==> config.mk <==
export PLATFORM = sky130hd
export DESIGN_NAME = imu_frame_parser_unit
export DESIGN_NICKNAME = d
export VERILOG_FILES = /design/src/rtl/core/ifp_pkg.sv /design/src/rtl/core/imu_frame_parser_unit.sv /design/src/rtl/core/ifp_frame_store.sv /design/src/rtl/core/ifp_scaler.sv
export SDC_FILE = /design/constraint.sdc
export NUM_CORES = 1
export LEC_CHECK = 0
export BUFFER_PORTS_ARGS = -buffer_cell sky130_fd_sc_hd__buf_2
export CAP_MARGIN = 25
export CORE_MARGIN = 5
export CORE_UTILIZATION = 50
export CTS_CLUSTER_DIAMETER = 40
export DETAILED_ROUTE_END_ITERATION = 8
export PLACE_DENSITY = 0.7
export SLEW_MARGIN = 40
export SYNTH_ARGS = -nofsm -noshare
export SYNTH_HDL_FRONTEND = slang
export SYNTH_HIERARCHICAL = 1
export SYNTH_SLANG_ARGS = --single-unit
==> constraint.sdc <==
create_clock -name clk -period 8.7 [get_ports clk]
set_input_delay 0 -clock clk [delete_from_list [all_inputs] [get_ports clk]]
set_output_delay 0 -clock clk [all_outputs]
set_load 0.005 [all_outputs]
==> src/rtl/core/ifp_pkg.sv <==
// ----------------------------------------------------------------------------
// ifp_pkg
// Shared types, constants and decode helpers for the IMU frame parser.
// ----------------------------------------------------------------------------
package ifp_pkg;

    localparam int FRAME_BYTES = 11;
    localparam int IDX_W       = $clog2(FRAME_BYTES);
    localparam int FILL_W      = $clog2(FRAME_BYTES + 1);
    localparam int BYTE_W      = 8;
    localparam int RAW_W       = 16;
    localparam int MUL_W       = 17;
    localparam int VALUE_W     = 32;
    localparam int PROD_W      = RAW_W + MUL_W + 1;
    localparam int SCALE_SHIFT = 8;
    localparam int NUM_VALUES  = 4;
    localparam int VIDX_W      = $clog2(NUM_VALUES);

    localparam logic [BYTE_W-1:0] HEADER_RESET = 8'h55;

    localparam logic [BYTE_W-1:0] TYPE_ACCEL = 8'h51;
    localparam logic [BYTE_W-1:0] TYPE_GYRO  = 8'h52;
    localparam logic [BYTE_W-1:0] TYPE_QUAT  = 8'h59;

    localparam logic [MUL_W-1:0] MUL_ACCEL = 17'd80336;
    localparam logic [MUL_W-1:0] MUL_GYRO  = 17'd17872;
    localparam logic [MUL_W-1:0] MUL_QUAT  = 17'd512;

    // first raw value sits right after header and type bytes
    localparam logic [IDX_W-1:0] RAW_FIRST = IDX_W'(2);
    localparam logic [IDX_W-1:0] LAST_IDX  = IDX_W'(FRAME_BYTES - 1);

    typedef enum logic [1:0] {
        KIND_ACCEL   = 2'd0,
        KIND_GYRO    = 2'd1,
        KIND_QUAT    = 2'd2,
        KIND_UNKNOWN = 2'd3
    } kind_t;

    typedef enum logic [6:0] {
        ST_IDLE  = 7'b000_0001,
        ST_SUM   = 7'b000_0010,
        ST_SCAN  = 7'b000_0100,
        ST_SHIFT = 7'b000_1000,
        ST_LO    = 7'b001_0000,
        ST_HI    = 7'b010_0000,
        ST_PUB   = 7'b100_0000
    } state_t;

    typedef struct packed {
        logic               en;
        logic [IDX_W-1:0]   addr;
        logic [BYTE_W-1:0]  data;
    } store_wr_t;

    function automatic kind_t kind_of(input logic [BYTE_W-1:0] type_b);
        kind_t k;
        case (type_b)
            TYPE_ACCEL: k = KIND_ACCEL;
            TYPE_GYRO:  k = KIND_GYRO;
            TYPE_QUAT:  k = KIND_QUAT;
            default:    k = KIND_UNKNOWN;
        endcase
        return k;
    endfunction

    function automatic logic [MUL_W-1:0] mul_of(input kind_t k);
        logic [MUL_W-1:0] m;
        case (k)
            KIND_ACCEL: m = MUL_ACCEL;
            KIND_GYRO:  m = MUL_GYRO;
            KIND_QUAT:  m = MUL_QUAT;
            default:    m = '0;
        endcase
        return m;
    endfunction

endpackage

==> src/rtl/core/imu_frame_parser_unit.sv <==
// ----------------------------------------------------------------------------
// imu_frame_parser_unit
// Serial IMU frame parser with 8-bit sum checksum and fixed-point scaling.
// ----------------------------------------------------------------------------
// Input channel in_valid/in_ready carries one received byte per item. While
// no frame is open, bytes other than the header byte are dropped. Bytes that
// do not complete a frame leave in_ready high, so further bytes are taken
// until a frame completes. The byte that completes an 11-byte frame starts
// the sequencer, which walks the frame store through its single registered
// read port, first for the checksum. A bad frame then scans for the next
// header byte and moves the tail down, one byte per cycle, or drops the frame
// when no header byte follows. A good frame runs each raw value through the
// one shared multiplier (3 or 4 values, none for an unknown type), then
// catches the last product, if any, and publishes the result. For the
// completing byte, in_ready is low after the accepting cycle until the
// sequencer is back in idle.
// Output channel out_valid/out_ready holds one result item in a register;
// further bytes are taken while it waits. Only a second finished frame
// stalls, in the publish step, until the receiver takes the first.
// Reset: header byte 0x55, frame store empty, no result pending.
// The user must write the header byte via cfg_wr_en/cfg_wr_data only while
// the block is idle; the block itself does not enforce this.
// ----------------------------------------------------------------------------
module imu_frame_parser_unit
    import ifp_pkg::*;
(
    input  logic                       clk,
    input  logic                       rst_n,
    input  logic                       cfg_wr_en,
    input  logic        [BYTE_W-1:0]   cfg_wr_data,
    input  logic                       in_valid,
    output logic                       in_ready,
    input  logic        [BYTE_W-1:0]   byte_in,
    output logic                       out_valid,
    input  logic                       out_ready,
    output logic        [1:0]          frame_kind,
    output logic        [BYTE_W-1:0]   type_byte,
    output logic signed [VALUE_W-1:0]  value_a,
    output logic signed [VALUE_W-1:0]  value_b,
    output logic signed [VALUE_W-1:0]  value_c,
    output logic signed [VALUE_W-1:0]  value_d
);

    state_t                     state_reg, state_next;
    logic [FILL_W-1:0]          fill_reg, fill_next;
    logic [IDX_W-1:0]           idx_reg, idx_next;
    logic [IDX_W-1:0]           sh_reg, sh_next;
    logic [VIDX_W-1:0]          vidx_reg, vidx_next;
    logic [BYTE_W-1:0]          header_reg;
    logic [BYTE_W-1:0]          sum_reg, sum_next;
    logic [BYTE_W-1:0]          type_reg, type_next;
    logic [BYTE_W-1:0]          lo_reg, lo_next;
    kind_t                      kind_reg, kind_next;
    logic                       cap_reg, cap_next;
    logic signed [VALUE_W-1:0]  stage_reg [NUM_VALUES];
    logic signed [VALUE_W-1:0]  stage_next [NUM_VALUES];

    logic                       out_valid_reg;
    kind_t                      out_kind_reg;
    logic [BYTE_W-1:0]          out_type_reg;
    logic signed [VALUE_W-1:0]  out_val_reg [NUM_VALUES];

    store_wr_t                  st_wr;
    logic [IDX_W-1:0]           rd_addr;
    logic [BYTE_W-1:0]          rd_data;
    logic                       mul_start;
    logic signed [VALUE_W-1:0]  mul_result;
    logic                       in_take;
    logic                       publish;
    logic [VIDX_W-1:0]          vidx_last;

    ifp_frame_store u_store (
        .clk     (clk),
        .wr      (st_wr),
        .rd_addr (rd_addr),
        .rd_data (rd_data)
    );

    ifp_scaler u_scaler (
        .clk    (clk),
        .start  (mul_start),
        .raw    ($signed({rd_data, lo_reg})),
        .mul    (mul_of(kind_reg)),
        .result (mul_result)
    );

    assign in_ready  = (state_reg == ST_IDLE);
    assign in_take   = in_valid && in_ready;
    assign publish   = (state_reg == ST_PUB) && !cap_reg && (!out_valid_reg || out_ready);
    assign vidx_last = (kind_reg == KIND_QUAT) ? VIDX_W'(NUM_VALUES - 1)
                                               : VIDX_W'(NUM_VALUES - 2);

    always_comb
    begin
        state_next = state_reg;
        fill_next  = fill_reg;
        idx_next   = idx_reg;
        sh_next    = sh_reg;
        vidx_next  = vidx_reg;
        sum_next   = sum_reg;
        type_next  = type_reg;
        lo_next    = lo_reg;
        kind_next  = kind_reg;
        cap_next   = 1'b0;
        stage_next = stage_reg;
        st_wr      = '0;
        mul_start  = 1'b0;

        // value from the previous multiply lands in the cycle after HI
        if (cap_reg)
        begin
            stage_next[vidx_reg] = mul_result;
            vidx_next            = vidx_reg + VIDX_W'(1);
        end

        case (state_reg)
            ST_IDLE:
            begin
                if (in_take && (fill_reg != '0 || byte_in == header_reg))
                begin
                    st_wr.en   = 1'b1;
                    st_wr.addr = fill_reg[IDX_W-1:0];
                    st_wr.data = byte_in;
                    fill_next  = fill_reg + FILL_W'(1);
                    if (fill_reg == FILL_W'(FRAME_BYTES - 1))
                    begin
                        state_next = ST_SUM;
                        idx_next   = '0;
                        sum_next   = '0;
                    end
                end
            end
            ST_SUM:
            begin
                if (idx_reg == IDX_W'(1))
                begin
                    type_next = rd_data;
                end
                if (idx_reg != LAST_IDX)
                begin
                    sum_next = sum_reg + rd_data;
                    idx_next = idx_reg + IDX_W'(1);
                end
                else if (sum_reg == rd_data)
                begin
                    kind_next = kind_of(type_reg);
                    for (int v = 0; v < NUM_VALUES; v++)
                    begin
                        stage_next[v] = '0;
                    end
                    vidx_next = '0;
                    idx_next  = RAW_FIRST;
                    if (kind_of(type_reg) == KIND_UNKNOWN)
                    begin
                        state_next = ST_PUB;
                    end
                    else
                    begin
                        state_next = ST_LO;
                    end
                end
                else
                begin
                    idx_next   = IDX_W'(1);
                    state_next = ST_SCAN;
                end
            end
            ST_SCAN:
            begin
                if (rd_data == header_reg)
                begin
                    sh_next    = idx_reg;
                    idx_next   = '0;
                    state_next = ST_SHIFT;
                end
                else if (idx_reg == LAST_IDX)
                begin
                    fill_next  = '0;
                    state_next = ST_IDLE;
                end
                else
                begin
                    idx_next = idx_reg + IDX_W'(1);
                end
            end
            ST_SHIFT:
            begin
                st_wr.en   = 1'b1;
                st_wr.addr = idx_reg;
                st_wr.data = rd_data;
                if (idx_reg + sh_reg == LAST_IDX)
                begin
                    fill_next  = FILL_W'(FRAME_BYTES) - FILL_W'(sh_reg);
                    state_next = ST_IDLE;
                end
                else
                begin
                    idx_next = idx_reg + IDX_W'(1);
                end
            end
            ST_LO:
            begin
                lo_next    = rd_data;
                idx_next   = idx_reg + IDX_W'(1);
                state_next = ST_HI;
            end
            ST_HI:
            begin
                mul_start = 1'b1;
                cap_next  = 1'b1;
                idx_next  = idx_reg + IDX_W'(1);
                if (vidx_reg == vidx_last)
                begin
                    state_next = ST_PUB;
                end
                else
                begin
                    state_next = ST_LO;
                end
            end
            ST_PUB:
            begin
                if (publish)
                begin
                    fill_next  = '0;
                    state_next = ST_IDLE;
                end
            end
            default:
            begin
                state_next = ST_IDLE;
            end
        endcase

        // store read is registered: present the address for the next cycle
        if (state_next == ST_SHIFT)
        begin
            rd_addr = idx_next + sh_next;
        end
        else
        begin
            rd_addr = idx_next;
        end
    end

    always_ff @(posedge clk or negedge rst_n)
    begin
        if (!rst_n)
        begin
            state_reg     <= ST_IDLE;
            fill_reg      <= '0;
            header_reg    <= HEADER_RESET;
            cap_reg       <= 1'b0;
            out_valid_reg <= 1'b0;
        end
        else
        begin
            state_reg <= state_next;
            fill_reg  <= fill_next;
            cap_reg   <= cap_next;
            if (cfg_wr_en)
            begin
                header_reg <= cfg_wr_data;
            end
            if (publish)
            begin
                out_valid_reg <= 1'b1;
            end
            else if (out_ready)
            begin
                out_valid_reg <= 1'b0;
            end
        end
    end

    always_ff @(posedge clk)
    begin
        idx_reg   <= idx_next;
        sh_reg    <= sh_next;
        vidx_reg  <= vidx_next;
        sum_reg   <= sum_next;
        type_reg  <= type_next;
        lo_reg    <= lo_next;
        kind_reg  <= kind_next;
        stage_reg <= stage_next;
        if (publish)
        begin
            out_kind_reg <= kind_reg;
            out_type_reg <= type_reg;
            out_val_reg  <= stage_reg;
        end
    end

    assign out_valid  = out_valid_reg;
    assign frame_kind = out_kind_reg;
    assign type_byte  = out_type_reg;
    assign value_a    = out_val_reg[0];
    assign value_b    = out_val_reg[1];
    assign value_c    = out_val_reg[2];
    assign value_d    = out_val_reg[3];

    // fill count never passes the frame length, and is below it while idle
    a_fill_bound: assert property (@(posedge clk) disable iff (!rst_n)
        (fill_reg <= FILL_W'(FRAME_BYTES)))
        else $error("fill count beyond frame length");

    a_idle_fill: assert property (@(posedge clk) disable iff (!rst_n)
        (state_reg == ST_IDLE) |-> (fill_reg < FILL_W'(FRAME_BYTES)))
        else $error("idle with a full frame held");

    // the completing byte starts the checksum walk
    a_frame_start: assert property (@(posedge clk) disable iff (!rst_n)
        (in_take && fill_reg == FILL_W'(FRAME_BYTES - 1)) |=> (state_reg == ST_SUM))
        else $error("full frame did not start checksum");

    // unknown frame types publish all-zero values
    a_unknown_zero: assert property (@(posedge clk) disable iff (!rst_n)
        (out_valid_reg && out_kind_reg == KIND_UNKNOWN) |->
        (value_a == '0 && value_b == '0 && value_c == '0 && value_d == '0))
        else $error("unknown frame type with nonzero values");

    // a publish never overwrites a result that is still waiting
    a_no_overwrite: assert property (@(posedge clk) disable iff (!rst_n)
        (out_valid_reg && !out_ready) |=> $stable(out_type_reg))
        else $error("pending result overwritten");

endmodule

==> src/rtl/core/ifp_frame_store.sv <==
// ----------------------------------------------------------------------------
// ifp_frame_store
// Byte store for one frame: one write port and one registered read port.
// ----------------------------------------------------------------------------
module ifp_frame_store
    import ifp_pkg::*;
(
    input  logic               clk,
    input  store_wr_t          wr,
    input  logic [IDX_W-1:0]   rd_addr,
    output logic [BYTE_W-1:0]  rd_data
);

    logic [BYTE_W-1:0] store_mem [FRAME_BYTES];

    always_ff @(posedge clk)
    begin
        if (wr.en)
        begin
            store_mem[wr.addr] <= wr.data;
        end
        rd_data <= store_mem[rd_addr];
    end

endmodule

==> src/rtl/core/ifp_scaler.sv <==
// ----------------------------------------------------------------------------
// ifp_scaler
// Shared multiplier: signed raw sample times unit constant, floor shift by 8.
// ----------------------------------------------------------------------------
module ifp_scaler
    import ifp_pkg::*;
(
    input  logic                       clk,
    input  logic                       start,
    input  logic signed [RAW_W-1:0]    raw,
    input  logic        [MUL_W-1:0]    mul,
    output logic signed [VALUE_W-1:0]  result
);

    logic signed [PROD_W-1:0] prod_reg;
    logic signed [PROD_W-1:0] prod_next;
    logic signed [PROD_W-1:0] shifted;

    assign prod_next = PROD_W'(raw) * $signed({1'b0, mul});

    always_ff @(posedge clk)
    begin
        if (start)
        begin
            prod_reg <= prod_next;
        end
    end

    assign shifted = prod_reg >>> SCALE_SHIFT;
    assign result  = shifted[VALUE_W-1:0];

endmodule

======== Word level (Yosys, flattened, before mapping) ========
Memories as Yosys holds them, arrays and structs flattened. A register that Yosys moved wholly into a read port is not among the register bits.
Index checks and enable logic that the tools add are counted.
cells by class
  add/sub/neg operators ................... 7
  $mul .................................... 1
  order comparisons ....................... 2
  equality and inequality tests ........... 30
  muxes and demuxes ....................... 56
  bitwise operators ....................... 2
  reduce and logical (&&, ||, !) cells .... 19
operators by type and width
  cell                                                                   count
  128-bit 2-to-1 mux                                                     4
  128-bit bitwise mux                                                    1
  7-bit 2-to-1 mux                                                       10
  32-bit demux with 2-bit select                                         1
  4-bit 2-to-1 mux                                                       14
  17-bit one-hot mux with 3 select lines                                 1
  7-bit one-hot mux with 7 select lines                                  1
  16-bit by 18-bit multiplier with 34-bit output                         1
  32-bit 2-to-1 mux                                                      1
  13-bit one-hot mux with 2 select lines                                 1
  8-bit by 7-bit equality test with 1-bit output, second input constant  3
  8-bit equality test                                                    3
  8-bit 2-to-1 mux                                                       3
  4-bit one-hot mux with 5 select lines                                  1
  2-bit 2-to-1 mux                                                       8
  4-bit one-hot mux with 4 select lines                                  1
  8-bit one-hot mux with 2 select lines                                  1
  7-bit by 4-bit equality test with 1-bit output, second input constant  2
  13-bit 2-to-1 mux                                                      1
  4-bit equality test, second input constant                             3
  2-bit != test, second input constant                                   5
  4-bit by 1-bit adder with 4-bit output, second input constant          2
  4-bit adder                                                            2
  8-bit adder                                                            1
  31 further kinds                                                       46
storage, ports and cells
  register bits ........................... 357
  memory bits (writable) .................. 88
  input port bits ......................... 21
  output and inout port bits .............. 140
  word-level logic and storage cells ...... 141
  memories kept ........................... 1
memories
  name               words  width  read ports  clocked after memory_dff  wr ports  RTL line               source
  u_store.store_mem  11     8      1           1                         1         ifp_frame_store.sv:14  logic [BYTE_W-1:0] store_mem [FRAME_BYTES];

======== Logic depth before layout (Yosys ltp) ========
  word-level depth ........................ 12
  mapped depth ............................ 23
  gate-level depth less buffers ........... 23

======== Cells and area by module ========
The synthesis kept the hierarchy.
by module, submodules not included
  module                 instances  cells each  area an instance (µm²)  sequential area each (µm²)
  imu_frame_parser_unit  1          1035        12115.4                 8219.1
  ifp_scaler             1          1067        9899.5                  780.7
  ifp_frame_store        1          208         3727.3                  2802.7

======== Worst setup path before layout ========
Ideal clock, no wire load.
  path type ............................... flip-flop to flip-flop
  from .................................... register kind_reg[0]
  to ...................................... register u_scaler.prod_reg[32] (data pin)
  setup time .............................. 273 ps
  arrival time ............................ 6417 ps
  data required time ...................... 8427 ps
  slack ................................... 2010 ps
  stages on the path, launching flop included .. 22
  path buffers ............................ 1
  clock period less this slack ............ 6690 ps
  cell sequence ........................... edfxtp_1 nor2_1 clkbuf_1 nand2_1 fa_1 fa_1 fa_1 inv_1 fa_1 fa_1 inv_1 fa_1 inv_1 ha_1 a21oi_1 o21bai_1 a21oi_1 o22ai_1 a2111oi_4 o31ai_2 a2111oi_0 a211oi_1
on the way
  word-level cells in the longest chain between the ends .. 3
  elaborated cells on any way between the ends .. 5
RTL lines
  item                                                RTL line                      source
  from (decl)                                         imu_frame_parser_unit.sv:53   kind_t kind_reg, kind_next;
  from (signal assigned)                              imu_frame_parser_unit.sv:284  kind_reg <= kind_next;
  2-bit equality test, or another cell as far along   ifp_pkg.sv:69                 case (k)
  17-bit one-hot mux with 3 select lines (*)          ifp_pkg.sv:69
  16-bit by 18-bit multiplier with 34-bit output (*)  ifp_scaler.sv:19              assign prod_next = PROD_W'(raw) * $signed({1'b0, mul});
  net u_scaler.prod_next[32]                          ifp_scaler.sv:16              logic signed [PROD_W-1:0] prod_next;
  to (signal assigned)                                ifp_scaler.sv:25              prod_reg <= prod_next;
  to (decl)                                           ifp_scaler.sv:15              logic signed [PROD_W-1:0] prod_reg;
The timed path passes the listed nets; every way through them passes the cells marked *.
A chain may end at the register's enable or synchronous reset.

======== Worst setup path after layout ========
  from .................................... register kind_reg[1]
  to ...................................... register u_scaler.prod_reg[32] (data pin)
The elaborated chain is that of the path after synthesis.

==> out/results.ini <==
[status]
status=finished clean

[pwr]
vdd_drop_max_uv=381
switching_share=0.389
power_frac_comb=0.469
seqPwrFrac=0.287
intPower_uw=5500
finalPower_uw=9010
switching_power_uw=3500
power_frac_clock=0.245
p_leak_uw=0.0118
powerDensity_mw_per_mm2=307

[final_layout]
fillers=4213
final_cell_mix=420 x nand2_1, 281 x inv_1, 278 x edfxtp_1, 210 x fa_1, 168 x a21oi_1
finalNetCount=2888
area_growth_pct=14.0
layout-drive-gt1-share=0.144
antenna_cells=0
mostFrequentLayoutCell=nand2_1
largest_reg_flops=128

[worst_setup_path]
slowest_delay_ns=0.54
cp-start-kind=flop
path_class=flop to flop
crit_fanout=64
end_kind=flop
crit_top_cell=fa_1
r2r_start=kind_reg[1]
cp.arrival_ns=7.30
timing.critical_path.cells=inv_1 -> buf_4 -> and2_1 -> fa_1 -> inv_1 -> fa_1 -> fa_1 -> fa_1 -> inv_1 -> fa_1 -> inv_1 -> fa_1 -> inv_1 -> ha_1 -> a21oi_1 -> o21bai_1 -> a21oi_1 -> o22ai_1 -> a2111oi_4 -> o31ai_2 -> a2111oi_0 -> a211oi_1
cp-startpoint=kind_reg[1]
cp.required_ns=9.03
crit_slowest_cell=fa_1

[clock_network]
cts_buffers=55
h-tree-depth=2
clock_latency_ns=0.61
root_buffer=clkbuf_16
post-cts-setup-buffer-count=0
cts_buffer_depth=3
clkTransAtPathRegs_ns=0.06
cts_tree=built
clock-sinks=445
cts_resized=0

[sta]
max_freq_ghz=0.143
setup_viol=0
worst_hold_slack_ns=0.104
tightest_slew_ns=0.819
relSlewSlack=0.452
min_period_over_period=0.801
final_hold_viol_count=0
rsz0062_at_grt=false
fin_crit_ns=6.97
fin_tns_setup_ns=0
clock_skew_ns=0.0367
finalMaxSlewViolations=0

[synth]
synth-seq-cells=445
ys_dominant_reg_cell=edfxtp_1
synth-edff-count=278
yosysSeqAreaShare=0.458
synth_area_per_cell_um2=11.1
synth_warnings=6
synthArstFlopShare=0.0472
ys_types=81
syn-instance-count=2310
synth.cell_area_mm2=0.0257

[floorplan]
dieHeight_um=237
initial_utilization=0.503
coreArea_mm2=0.0512
ioPinCount=161
rows=83
die_area_mm2=0.0561
die_x_um=237

[global_route]
met1_usage=0.264
grt_antenna_before_repair=0
grt.busiest_layer=met2
met2_usage=0.356
grt_pass1_vias=17300
overflow=0
grt_pass1_wl_mm=92.1
grt_start_max_net_pins=100
grtUsageMet3=0.0314
grt_util_all_layers=0.201

[route]
wl_per_cell_um=17.5
first_iter_violations=1075
antenna_left=0
vias=16900
via_per_inst=5.21
first_pass_iters=5
route.detailed.drc=0
wl_mm=56.8

[place]
port_buffers=160
gp_congestion=0.888
dp_hpwl_mm=40.5

[worst_hold_path]
hp-start=byte_in[5]
min-delay-path-class=input pin to flop

[flow_run]
drv_cap=0

critical path: cells and delay by family (launching register included):
kind	cells	cell delay, ns
fa+ha+maj	7	3.23
simple gates	1	0.24
flops	1	0.46
buf+inv	6	0.82
compound gates	8	1.89
Yosys cell counts, types with 4 or more instances:
master,count,share of area
mux2_2,39,0.017
buf_1,4,0.00058
clkbuf_1,75,0.011
buf_4,14,0.0041
nand3b_1,4,0.0012
a21o_1,13,0.0038
ha_1,144,0.070
o31ai_1,10,0.0029
dfxtp_1,146,0.11
a21oi_1,168,0.033
o22ai_1,10,0.0024
xor2_1,26,0.0088
inv_1,281,0.041
nand3_1,11,0.0021
o211ai_1,10,0.0029
edfxtp_1,278,0.32
nor2_1,61,0.0089
nand2b_1,29,0.0070
or2_2,4,0.00097
dfstp_2,5,0.0051
buf_2,7,0.0014
o21ai_0,9,0.0017
nand4_1,8,0.0019
mux2i_1,19,0.0074
nor3_1,10,0.0019
dfrtp_1,16,0.016
nor2b_1,8,0.0019
fa_1,210,0.16
nand2_1,420,0.061
and2_1,133,0.032
a22o_1,18,0.0061
o21bai_1,5,0.0015
xnor2_1,33,0.011
final timing paths:
kind | end | slack [ns] | cells past startpoint
worst max-delay path | u_scaler/prod_reg[32] | 1.73 | 22
worst min-delay path | u_store/store_mem[8][5] | 0.10 | 2
worst max register to register | u_scaler/prod_reg[32] | 1.73 | 22
worst min register to register | value_a[3] | 0.42 | 0
max in group asynchronous | state_reg[5] | 7.63 | 4
min in group asynchronous | header_reg[4] | 0.60 | 3
stage by stage:
| stage | cells | instance area [µm²] | util | worst slack, ns |
|---|---|---|---|---|
| 2_1_floorplan | 2350 | 25900 | - | 2.01 |
| 3_3_place_gp | 3112 | 27300 | 0.532 | 1.95 |
| 3_5_place_dp | 3114 | 27300 | 0.533 | 1.70 |
| 4_1_cts | 3239 | 29300 | 0.573 | 1.69 |
| 5_1_grt | 3239 | 29300 | 0.573 | 1.27 |
| 6_report | 3239 | 29300 | 0.573 | 1.73 |
power by group through the flow:
stage	sequential (µW)	clock [µW]	combinational (µW)
2_1_floorplan	2600	0	3220
3_3_place_gp	2620	0	4030
3_5_place_dp	2620	0	4160
4_1_cts	2580	2240	4210
5_1_grt	2590	2350	4790
6_report	2580	2210	4220
per-layer routing:
layer | up-vias | share of wire
met5 | - | 0
met4 | 0 | 0.015
met3 | 65 | 0.055
met2 | 480 | 0.51
met1 | 8374 | 0.42
li1 | 7950 | -
final cells by class:
cell class	instances	area [µm²]	share of cell area
clock inverters	42	419	0.0143
multi-input cells	1518	12600	0.428
well taps	680	851	0.0290
flip-flops and latches	445	11800	0.402
clock buffers	61	1400	0.0477
inverters	281	1050	0.0359
repair buffers	212	1260	0.0431
kinds of logic after synthesis:
| family | after synthesis | share of synthesized area |
|---|---|---|
| buf+inv | 387 | 0.0610 |
| simple gates | 716 | 0.130 |
| compound gates | 289 | 0.0724 |
| flops | 445 | 0.458 |
| mux | 59 | 0.0250 |
| fa+ha+maj | 354 | 0.233 |
| xor+xnor | 59 | 0.0201 |
| other cells | 1 | 0.000146 |
timing repair:
action,CTS,global route
setup endpoints to repair,0,0
hold endpoints to repair,44,0
hold buffers,22,0
Power figures use the tool's default switching activity.
